**src/sv/ilb_pkg.sv**
```systemverilog
// Shared types and constants for the indexed list buffer.
`timescale 1ns / 1ps

package ilb_pkg;

    // Default number of list cells.
    localparam int DEFAULT_DEPTH = 16;

    // Fixed field widths of the request and result beats.
    localparam int KIND_W   = 3;
    localparam int POS_W    = 5;
    localparam int WORD_W   = 32;
    localparam int STATUS_W = 2;

    // Request kinds.
    typedef enum logic [KIND_W-1:0] {
        KIND_APPEND = 3'd0,
        KIND_INSERT = 3'd1,
        KIND_DELETE = 3'd2,
        KIND_PAD    = 3'd3,
        KIND_READ   = 3'd4
    } kind_t;

    // Result status codes.
    typedef enum logic [STATUS_W-1:0] {
        ST_OK    = 2'd0,
        ST_FULL  = 2'd1,
        ST_EMPTY = 2'd2,
        ST_RANGE = 2'd3
    } status_t;

    // One finished result, handed from the sequencer to the output stage.
    typedef struct packed {
        logic [POS_W-1:0]         entry_count;
        logic signed [WORD_W-1:0] read_word;
        status_t                  status;
    } result_t;

endpackage

```
**src/sv/ilb_ram.sv**
```systemverilog
// Single-write, single-read list cell memory with registered read data.
`timescale 1ns / 1ps

module ilb_ram #(
    parameter int DEPTH = ilb_pkg::DEFAULT_DEPTH,
    parameter int AW    = $clog2(DEPTH)
) (
    input  logic                          aclk,
    input  logic                          wr_en,
    input  logic [AW-1:0]                 wr_addr,
    input  logic [ilb_pkg::WORD_W-1:0]    wr_data,
    input  logic [AW-1:0]                 rd_addr,
    output logic [ilb_pkg::WORD_W-1:0]    rd_data
);

    logic [ilb_pkg::WORD_W-1:0] mem [DEPTH];
    logic [ilb_pkg::WORD_W-1:0] rd_data_reg;

    // Write port.
    always_ff @(posedge aclk) begin
        if (wr_en) begin
            mem[wr_addr] <= wr_data;
        end
    end

    // Read port, with registered read data.
    always_ff @(posedge aclk) begin
        rd_data_reg <= mem[rd_addr];
    end

    assign rd_data = rd_data_reg;

endmodule

```
**src/sv/ilb_seq.sv**
```systemverilog
// Request sequencer: decodes one request and steps the cell memory through it.
`timescale 1ns / 1ps

module ilb_seq #(
    parameter int DEPTH = ilb_pkg::DEFAULT_DEPTH,
    parameter int AW    = $clog2(DEPTH)
) (
    input  logic                          aclk,
    input  logic                          aresetn,
    // Request side.
    input  logic                          req_valid,
    output logic                          req_ready,
    input  logic [ilb_pkg::KIND_W-1:0]    req_kind,
    input  logic [ilb_pkg::POS_W-1:0]     req_position,
    input  logic [ilb_pkg::WORD_W-1:0]    req_data_word,
    input  logic [ilb_pkg::POS_W-1:0]     req_target_count,
    // Result side.
    output logic                          res_valid,
    input  logic                          res_ready,
    output ilb_pkg::result_t              res,
    // Cell memory port.
    output logic                          wr_en,
    output logic [AW-1:0]                 wr_addr,
    output logic [ilb_pkg::WORD_W-1:0]    wr_data,
    output logic [AW-1:0]                 rd_addr,
    input  logic [ilb_pkg::WORD_W-1:0]    rd_data
);

    localparam int CW = $clog2(DEPTH + 1);
    localparam int XW = (CW > ilb_pkg::POS_W) ? CW : ilb_pkg::POS_W;
    localparam logic [CW-1:0] DEPTH_C  = CW'(DEPTH);
    localparam logic [XW-1:0] DEPTH_X  = XW'(DEPTH);

    typedef enum logic [3:0] {
        S_IDLE,
        S_EXEC,
        S_SH_RD,
        S_SH_WR,
        S_INS_WR,
        S_DL_RD,
        S_DL_WR,
        S_PAD_WR,
        S_RD_CAP,
        S_DONE
    } state_t;

    state_t                     state_reg;
    logic [CW-1:0]              count_reg;
    logic [CW-1:0]              idx_reg;
    logic [ilb_pkg::KIND_W-1:0] kind_reg;
    logic [ilb_pkg::POS_W-1:0]  pos_reg;
    logic [ilb_pkg::WORD_W-1:0] word_reg;
    logic [ilb_pkg::POS_W-1:0]  target_reg;
    ilb_pkg::status_t           status_reg;
    logic [ilb_pkg::WORD_W-1:0] rd_reg;

    // Operands brought to one common width for the shared compares.
    logic [XW-1:0] pos_x;
    logic [XW-1:0] cnt_x;
    logic [XW-1:0] tgt_x;
    logic          full;
    logic          pad_more;
    logic [CW:0]   idx_plus2;

    assign pos_x     = XW'(pos_reg);
    assign cnt_x     = XW'(count_reg);
    assign tgt_x     = XW'(target_reg);
    assign full      = (count_reg == DEPTH_C);
    assign pad_more  = (cnt_x < tgt_x) && !full;
    assign idx_plus2 = (CW + 1)'(idx_reg) + (CW + 1)'(2);

    assign req_ready = (state_reg == S_IDLE);
    assign res_valid = (state_reg == S_DONE);

    assign res.status      = status_reg;
    assign res.read_word   = rd_reg;
    assign res.entry_count = ilb_pkg::POS_W'(count_reg);

    // Memory port control for the current step.
    always_comb begin
        wr_en   = 1'b0;
        wr_addr = AW'(count_reg);
        wr_data = word_reg;
        rd_addr = AW'(pos_reg);
        unique case (state_reg)
            S_EXEC: begin
                if (kind_reg == ilb_pkg::KIND_APPEND && !full) begin
                    wr_en = 1'b1;
                end
            end
            S_SH_RD: begin
                rd_addr = AW'(idx_reg - CW'(1));
            end
            S_SH_WR: begin
                wr_en   = 1'b1;
                wr_addr = AW'(idx_reg);
                wr_data = rd_data;
            end
            S_INS_WR: begin
                wr_en   = 1'b1;
                wr_addr = AW'(pos_reg);
            end
            S_DL_RD: begin
                rd_addr = AW'(idx_reg + CW'(1));
            end
            S_DL_WR: begin
                wr_en   = 1'b1;
                wr_addr = AW'(idx_reg);
                wr_data = rd_data;
            end
            S_PAD_WR: begin
                wr_en = pad_more;
            end
            default: begin
            end
        endcase
    end

    // State, list count and result registers.
    always_ff @(posedge aclk) begin
        if (!aresetn) begin
            state_reg <= S_IDLE;
            count_reg <= '0;
        end else begin
            unique case (state_reg)
                S_IDLE: begin
                    if (req_valid) begin
                        kind_reg   <= req_kind;
                        pos_reg    <= req_position;
                        word_reg   <= req_data_word;
                        target_reg <= req_target_count;
                        state_reg  <= S_EXEC;
                    end
                end
                S_EXEC: begin
                    status_reg <= ilb_pkg::ST_OK;
                    rd_reg     <= '0;
                    state_reg  <= S_DONE;
                    unique case (kind_reg)
                        ilb_pkg::KIND_APPEND: begin
                            if (full) begin
                                status_reg <= ilb_pkg::ST_FULL;
                            end else begin
                                count_reg <= count_reg + CW'(1);
                            end
                        end
                        ilb_pkg::KIND_INSERT: begin
                            if (pos_x > cnt_x) begin
                                status_reg <= ilb_pkg::ST_RANGE;
                            end else if (full) begin
                                status_reg <= ilb_pkg::ST_FULL;
                            end else begin
                                idx_reg   <= count_reg;
                                state_reg <= (cnt_x == pos_x) ? S_INS_WR : S_SH_RD;
                            end
                        end
                        ilb_pkg::KIND_DELETE: begin
                            if (count_reg == '0) begin
                                status_reg <= ilb_pkg::ST_EMPTY;
                            end else if (pos_x >= cnt_x) begin
                                status_reg <= ilb_pkg::ST_RANGE;
                            end else if ((XW + 1)'(pos_x) + (XW + 1)'(1)
                                         >= (XW + 1)'(cnt_x)) begin
                                // Last entry goes: nothing to move down.
                                count_reg <= count_reg - CW'(1);
                            end else begin
                                idx_reg   <= CW'(pos_reg);
                                state_reg <= S_DL_RD;
                            end
                        end
                        ilb_pkg::KIND_PAD: begin
                            if (tgt_x > DEPTH_X) begin
                                status_reg <= ilb_pkg::ST_FULL;
                            end
                            state_reg <= S_PAD_WR;
                        end
                        ilb_pkg::KIND_READ: begin
                            if (count_reg == '0) begin
                                status_reg <= ilb_pkg::ST_EMPTY;
                            end else if (pos_x >= cnt_x) begin
                                status_reg <= ilb_pkg::ST_RANGE;
                            end else begin
                                state_reg <= S_RD_CAP;
                            end
                        end
                        default: begin
                        end
                    endcase
                end
                // Move one entry up per read and write pair, top down.
                S_SH_RD: begin
                    state_reg <= S_SH_WR;
                end
                S_SH_WR: begin
                    idx_reg   <= idx_reg - CW'(1);
                    state_reg <= (XW'(idx_reg - CW'(1)) == pos_x) ? S_INS_WR : S_SH_RD;
                end
                S_INS_WR: begin
                    count_reg <= count_reg + CW'(1);
                    state_reg <= S_DONE;
                end
                // Move one entry down per read and write pair, bottom up.
                S_DL_RD: begin
                    state_reg <= S_DL_WR;
                end
                S_DL_WR: begin
                    idx_reg <= idx_reg + CW'(1);
                    if (idx_plus2 < (CW + 1)'(count_reg)) begin
                        state_reg <= S_DL_RD;
                    end else begin
                        count_reg <= count_reg - CW'(1);
                        state_reg <= S_DONE;
                    end
                end
                // One padding word per cycle until the target or the depth.
                S_PAD_WR: begin
                    if (pad_more) begin
                        count_reg <= count_reg + CW'(1);
                    end else begin
                        state_reg <= S_DONE;
                    end
                end
                S_RD_CAP: begin
                    rd_reg    <= rd_data;
                    state_reg <= S_DONE;
                end
                S_DONE: begin
                    if (res_ready) begin
                        state_reg <= S_IDLE;
                    end
                end
                default: begin
                    state_reg <= S_IDLE;
                end
            endcase
        end
    end

endmodule

```
**src/sv/indexed_list_buffer_core.sv**
```systemverilog
// Top level of the indexed list buffer: stream ports, sequencer, cell memory, output stage.
`timescale 1ns / 1ps

// An ordered list of up to DEPTH signed 32-bit words kept in a single-port-write,
// single-port-read memory and edited by a small sequencer, one memory step per cycle.
// Each request beat gives exactly one result beat. An insert moves count - position
// entries up and a delete moves count - position - 1 entries down; each move is a
// memory read followed by a write.
// The input side takes no new beat while a request is in progress; a finished
// result waits in an output register so the next request can start meanwhile.
module indexed_list_buffer_core #(
    parameter int DEPTH = ilb_pkg::DEFAULT_DEPTH
) (
    input  logic        aclk,
    input  logic        aresetn,
    // Request stream.
    input  logic        s_tvalid,
    output logic        s_tready,
    // [2:0] kind, [7:3] position, [39:8] data_word, [44:40] target_count, [47:45] zero
    input  logic [47:0] s_tdata,
    // Result stream.
    output logic        m_tvalid,
    input  logic        m_tready,
    // [1:0] status, [33:2] read_word, [38:34] entry_count, [39] zero
    output logic [39:0] m_tdata
);

    localparam int AW = $clog2(DEPTH);

    logic                       res_valid;
    logic                       res_ready;
    ilb_pkg::result_t           res;
    logic                       wr_en;
    logic [AW-1:0]              wr_addr;
    logic [ilb_pkg::WORD_W-1:0] wr_data;
    logic [AW-1:0]              rd_addr;
    logic [ilb_pkg::WORD_W-1:0] rd_data;

    logic                       out_valid_reg;
    ilb_pkg::result_t           out_reg;

    ilb_seq #(
        .DEPTH (DEPTH),
        .AW    (AW)
    ) u_seq (
        .aclk             (aclk),
        .aresetn          (aresetn),
        .req_valid        (s_tvalid),
        .req_ready        (s_tready),
        .req_kind         (s_tdata[2:0]),
        .req_position     (s_tdata[7:3]),
        .req_data_word    (s_tdata[39:8]),
        .req_target_count (s_tdata[44:40]),
        .res_valid        (res_valid),
        .res_ready        (res_ready),
        .res              (res),
        .wr_en            (wr_en),
        .wr_addr          (wr_addr),
        .wr_data          (wr_data),
        .rd_addr          (rd_addr),
        .rd_data          (rd_data)
    );

    ilb_ram #(
        .DEPTH (DEPTH),
        .AW    (AW)
    ) u_ram (
        .aclk    (aclk),
        .wr_en   (wr_en),
        .wr_addr (wr_addr),
        .wr_data (wr_data),
        .rd_addr (rd_addr),
        .rd_data (rd_data)
    );

    // Output register: takes a result when empty or when its beat leaves this cycle.
    assign res_ready = !out_valid_reg || m_tready;

    always_ff @(posedge aclk) begin
        if (!aresetn) begin
            out_valid_reg <= 1'b0;
        end else begin
            if (res_valid && res_ready) begin
                out_valid_reg <= 1'b1;
                out_reg       <= res;
            end else if (m_tready) begin
                out_valid_reg <= 1'b0;
            end
        end
    end

    assign m_tvalid = out_valid_reg;
    assign m_tdata  = {1'b0, out_reg.entry_count, out_reg.read_word, out_reg.status};

endmodule

```
**config.mk**
```make
export PLATFORM = sky130hd
export DESIGN_NAME = indexed_list_buffer_core
export DESIGN_NICKNAME = d
export VERILOG_FILES = /design/src/sv/ilb_pkg.sv /design/src/sv/ilb_ram.sv /design/src/sv/ilb_seq.sv /design/src/sv/indexed_list_buffer_core.sv
export SDC_FILE = /design/constraint.sdc
export NUM_CORES = 1
export LEC_CHECK = 0
export ABC_AREA = 1
export BUFFER_PORTS_ARGS = -buffer_cell sky130_fd_sc_hd__buf_4
export CORE_ASPECT_RATIO = 1.5
export CORE_UTILIZATION = 56
export DETAILED_ROUTE_END_ITERATION = 10
export GPL_TIMING_DRIVEN = 0
export PLACE_DENSITY = 0.76
export SETUP_SLACK_MARGIN = 0.3
export SYNTH_ARGS = -nofsm -noshare
export SYNTH_HDL_FRONTEND = slang
export SYNTH_HIERARCHICAL = 1
export SYNTH_SLANG_ARGS = --single-unit
```
**constraint.sdc**
```tcl
create_clock -name aclk -period 6.7 [get_ports aclk]
set_clock_uncertainty 0.2 [all_clocks]
set_input_delay 1.34 -clock aclk [delete_from_list [all_inputs] [get_ports aclk]]
set_output_delay 1.34 -clock aclk [all_outputs]
set_load 0.05 [all_outputs]
```
; Yosys cells after proc, flatten, opt, wreduce, memory -nomap -nowiden
; Memory sizes are Yosys's and may differ from the RTL's. A register that Yosys moved wholly into a read port is not among the register bits.
; Cells that the tools add are included.
[word_totals]
ram_bits = 512
input_bits = 52
output_inout_bits = 42
n_memories = 1
ff_bits = 133
elab_cells = 126
[memory_table]
columns = memory, words, word_bits, read_ports, rd_clocked_by_memory_dff, wr, line
row1 = u_ram.mem, 16, 32, 1, 1, 1, ilb_ram.sv:16  ; logic [ilb_pkg::WORD_W-1:0] mem [DEPTH];
[classes]
n_eq_ne = 30
add_sub_neg = 6
order_cmp = 6
n_reduce_logical = 24
mux = 46
[op_table]
columns = op, n
row1 = case mux 32 bit (2 select lines), 1
row2 = two-way mux 5 bit, 11
row3 = two-way mux 4 bit, 10
row4 = case mux 4 bit (9 select lines), 1
row5 = two-way mux 32 bit, 1
row6 = != test 3 bit (second input constant), 7
row7 = case mux 5 bit (2 select lines), 2
row8 = case mux 5 bit (4 select lines), 1
row9 = == test 4 x 3 -> 1 bit (second input constant), 4
row10 = case mux 4 bit (2 select lines), 2
row11 = case mux 4 bit (4 select lines), 1
row12 = AND reduction 8 bit, 2
row13 = case mux 5 bit (3 select lines), 1
row14 = adder 5 x 1 -> 5 bit (second input constant), 2
row15 = == test 5 bit, 2
row16 = subtractor 5 x 1 -> 5 bit (second input constant), 2
row17 = == test 4 x 2 -> 1 bit (second input constant), 2
row18 = == test 4 bit (second input constant), 2
row19 = two-way mux 1 bit, 8
row20 = case mux 2 bit (4 select lines), 1
row21 = adder 5 x 1 -> 6 bit (second input constant), 1
row22 = adder 5 x 2 -> 6 bit (second input constant), 1
row23 = == test 3 x 2 -> 1 bit (second input constant), 2
row24 = >= comparator 6 x 5 -> 1 bit, 1
row25 = 28 further kinds, 44

; Depth between registers and ports, before layout
[depth]
ltp_word = 7
mapped_depth = 16
mapped_depth_nobuf = 15

; Hierarchy
; Netlist, hierarchy kept.
[modules_own_cells]
columns = module, area_per_inst_um2, cells_per_inst, seq_area_each_um2, instances
row1 = ilb_ram, 22745.6, 2122, 16015.4, 1
row2 = ilb_seq, 5263.8, 600, 2702.6, 1
row3 = indexed_list_buffer_core, 1231.2, 48, 1191.1, 1

; Worst setup path after synthesis
; OpenSTA, ideal clock, no wires.
[synth_path]
path_type = input -> register
from = input aresetn
to = register u_seq/kind_reg[0] (netlist name), enable pin
n_path_buf = 0
setup_ns = 0.559
arrival_time_ns = 5.909
cell_stages = 2
path_slack_ns = 0.032
required_ns = 5.941
path_cell_list = clkinv_1 nor4_1
[synth_between]
elab_chain_len = 1
[synth_rtl]
columns = item, line
row1 = start: declaration, indexed_list_buffer_core.sv:15  ; input logic aresetn,
row2 = AND reduction 3 bit (no source line), n/a
row3 = end signal: assignment, ilb_seq.sv:128  ; kind_reg <= req_kind;
row4 = end: declaration, ilb_seq.sv:50  ; logic [ilb_pkg::KIND_W-1:0] kind_reg;
; No other way between the ends.
; A chain may end at the register's enable or synchronous reset.

; Worst setup path after layout
[layout_path]
from = register u_seq.count_reg[0], in the netlist u_seq/cnt_x[0]
to = memory u_ram/mem[11][0] (netlist name), enable pin
[layout_between]
elab_chain_len = 7
elab_cells_between_ends = 10
classes_between = order compare (1) / eq/ne (1) / mux (5) / reduce/logical (3)
[layout_rtl]
columns = item, line
row1 = start: declaration, ilb_seq.sv:48  ; logic [CW-1:0] count_reg;
row2 = start signal: assignment, ilb_seq.sv:144  ; count_reg <= count_reg + CW'(1);
row3 = start signal: assignment, ilb_seq.sv:165  ; count_reg <= count_reg - CW'(1);
row4 = start signal: assignment, ilb_seq.sv:199  ; count_reg <= count_reg + CW'(1);
row5 = branches (longest 4 deep; another with less-than comparator 5 bit), n/a
row6 = case mux 1 bit (3 select lines) *, ilb_seq.sv:85  ; unique case (state_reg)
row7 = via wr_en, indexed_list_buffer_core.sv:33  ; logic wr_en;
row8 = two-way mux 1 bit *, ilb_ram.sv:21  ; if (wr_en) begin
row9 = two-way mux 1 bit (not written as such) *, ilb_ram.sv:22  ; mem[wr_addr] <= wr_data;
row10 = end: declaration, ilb_ram.sv:16
; Mark *: on every way through the listed nets, which the timed path passes.

==> results by group <==
Die
  – Row count: 102
  – Die W: 189 um
  – Initial Utilization: 56.7%
  – IO Pins: 94
  – DIE HEIGHT: 282 um
  – CORE AREA: 51600 um2
  – DIE AREA: 53200 um2

Global routing
  – Gr usage total: 30.3%
  – Vias in the first global route: 20900
  – Global-route wire length before repair: 119000 um
  – Largest net degree at the start of global routing: 23
  – Initial antenna violation count: 0
  – Overflow after GRT: 0

Route
  – Highest routed layer: met4
  – First DRT Iteration DRCs: 2232
  – Drc violations: 0
  – Final WL: 79800 um
  – Routed wl met3: 7210 um
  – First-pass DRT Iterations: 7
  – Met2 wirelength from detailed routing: 39900 um
  – WL/cell: 21.7 um
  – Via count: 20700
  – Wl on met1: 27500 um
  – Vias per std cell: 5.63
  – Routed Antenna Nets: 0

Final layout
  – Design Area, Final: 33400 um2
  – FF+latch area: 19900 um2
  – Share of post-route cells with drive strength above 1: 11.7%
  – Commonest non-fill, non-tap cells in the layout: nand2_1 (824), edfxtp_1 (635), inv_1 (482), nand3_1 (419), buf_4 (118)
  – Fill count: 3814
  – Area growth, synth to finish: 14.3%
  – Top reg by flops: u_ram/mem
  – Fin cells: 3684
  – Commonest non-fill, non-tap cell in the layout: nand2_1
  – Nets: 3038
  – Largest register FFs: 512
  – Area occupied by multi-input gates: 6810 um2
  – # diodes: 0

Critical path
  – Crit Reg-Reg Startpoint: u_seq/cnt_x[0]
  – Critical Path Sink Type: flop
  – Critical path's largest stage delay: 0.90 ns
  – CP max stage cell: o311ai_0
  – Critical Path Fanout Max: 18
  – Worst Path Required: 6.81 ns
  – CP bufs+invs: 3
  – Critical-path cell list: inv_1 > ha_1 > nand3_1 > inv_1 > o311ai_0 > nand3_1 > nor2_4 > buf_16
  – R2R Setup Slk: 2.32 ns
  – CP delay by family, top: simple AND/OR/NAND/NOR gates
  – CP arrival: 4.49 ns
  – Reg2reg end: u_ram/mem[11][0]
  – Startpoint types: flop
  – Setup CP Type: reg -> reg
  – Worst R2R Path Depth: 8

STA
  – Final min period: 4.38 ns
  – Tcrit/Tclk final: 65.4%
  – Worst slew margin: 25.1%
  – Slew Viols, Final: 0
  – Worst slew pin tran: 1.12 ns
  – RSZ-0062 raised after global routing: no
  – Fmax: 0.228 GHz
  – Hold Violations, Final: 0
  – Final hold slack: 0.217 ns
  – Final setup viols: 0

Logic synthesis
  – Post-synth ARST share: 0%
  – Cells after Synth: 2770
  – Register area share after synthesis: 68.1%
  – EDFF count, synth: 635
  – Syn Std Cell Area: 29200 um2
  – Seq cells post-synth: 677
  – Main synth FF type: edfxtp_1
  – Syn avg cell area: 10.6 um2
  – Yosys warns: 6
  – Synth cell types: 46
  – Syn_nets: 2848

CTS
  – Clk sinks: 677
  – CTS tree: built
  – Clk buf depth: 3
  – CTS root buf: clkbuf_16
  – H-tree depth: 2
  – Clock transition at the registers of the reported paths: 0.06 ns
  – Worst skew pair latency: 0.62 ns
  – Number of setup buffers added after CTS: 0
  – Post-CTS Hold Fix Bufs: 0
  – Post-CTS resize count: 0
  – CTS buffer count: 59

Place
  – GP Congestion: 0.912
  – DPL Wire Length: 53600 um
  – DP Cell Count: 3574
  – # port buffers: 89
  – Post-DP Area: 31500 um2

Hold path
  – Hold WC Path Type: reg -> reg
  – Hold Path Sink: m_tdata[2]
  – Hold path startpoint: u_seq/rd_reg[0]
  – Hold Crit Depth: 0

Power
  – Lkg Pwr: 14.3 nW
  – Worst vdd ir: 210 uV
  – PwrDens: 335 nW/um2

Run status
  – Outcome: finished clean

Job
  – Max Cap Viol: 0
final cells by class:
type | instances | share of cell area, %
Multi-Input combinational cell | 1479 | 20.4
Inverter | 492 | 5.54
Clock buffer | 85 | 5.04
Tap cell | 676 | 2.53
Sequential cell | 677 | 59.6
Timing Repair Buffer | 129 | 3.79
Buffer | 122 | 2.45
Clock inverter | 24 | 0.652
Yosys cell counts (7+ instances only):
cell | count | area share, %
a21oi_1 | 19 | 0.33
ha_1 | 26 | 1.1
inv_1 | 482 | 6.2
xor2_1 | 7 | 0.21
buf_6 | 29 | 1.1
dfxtp_1 | 42 | 2.9
buf_1 | 15 | 0.19
o21ai_0 | 46 | 0.79
nand2_1 | 824 | 11
buf_2 | 44 | 0.75
nand3_1 | 419 | 7.2
nor2_1 | 84 | 1.1
nand4_1 | 7 | 0.15
inv_2 | 8 | 0.10
clkbuf_1 | 15 | 0.19
buf_4 | 16 | 0.41
edfxtp_1 | 635 | 65
metal layers:
layer / vias to the layer above / global-route usage, %
met5: - / 0
met4: 0 / 19.7
met3: 309 / 4.88
met2: 1186 / 52.8
met1: 9848 / 34.6
li1: 9390 / -
metrics by stage:
stage	TNS [ns]	setup WS, ns	total power [W]	util [%]
floorplan	0	1.93	0.00686	-
global placement	-33.43	-0.753	0.00771	59.7
detailed placement	0	2.48	0.00787	61.1
CTS	0	2.45	0.0112	64.8
global route	0	2.21	0.0116	64.8
finish	0	2.32	0.0112	64.8
worst max-delay path by stage:
stage / from / end / slack, ns / depth (start not counted)
2_1_floorplan: aresetn / u_seq/kind_reg[0] / 1.93 / 2
3_3_place_gp: aresetn / u_seq/word_reg[16] / -0.75 / 3
3_5_place_dp: u_seq/cnt_x[0] / u_ram/mem[11][10] / 2.48 / 8
4_1_cts: u_seq/cnt_x[0] / u_ram/mem[11][0] / 2.45 / 8
5_1_grt: u_seq/cnt_x[0] / u_ram/mem[11][31] / 2.21 / 8
6_report: u_seq/cnt_x[0] / u_ram/mem[11][0] / 2.32 / 8
cells by family after synthesis:
family / count (synthesis) / share of synthesized area (%)
AND/OR/NAND/NOR: 1357 / 19.7
XOR/XNOR: 8 / 0.240
flip-flops: 677 / 68.1
adder cells (fa/ha/maj): 26 / 1.11
buffers and inverters: 614 / 9.14
AO/OA/AOI/OAI: 87 / 1.72
other: 1 / 0.0128
where the power goes:
| group | switching (W) | total, W | leakage, nW | internal, W |
|---|---|---|---|---|
| Sequential | 0.000102 | 0.00515 | 6.09 | 0.00505 |
| Clock | 0.00148 | 0.00334 | 0.927 | 0.00186 |
| Combinational | 0.00194 | 0.00270 | 7.26 | 0.000767 |
(Power assumes the default switching activity.)
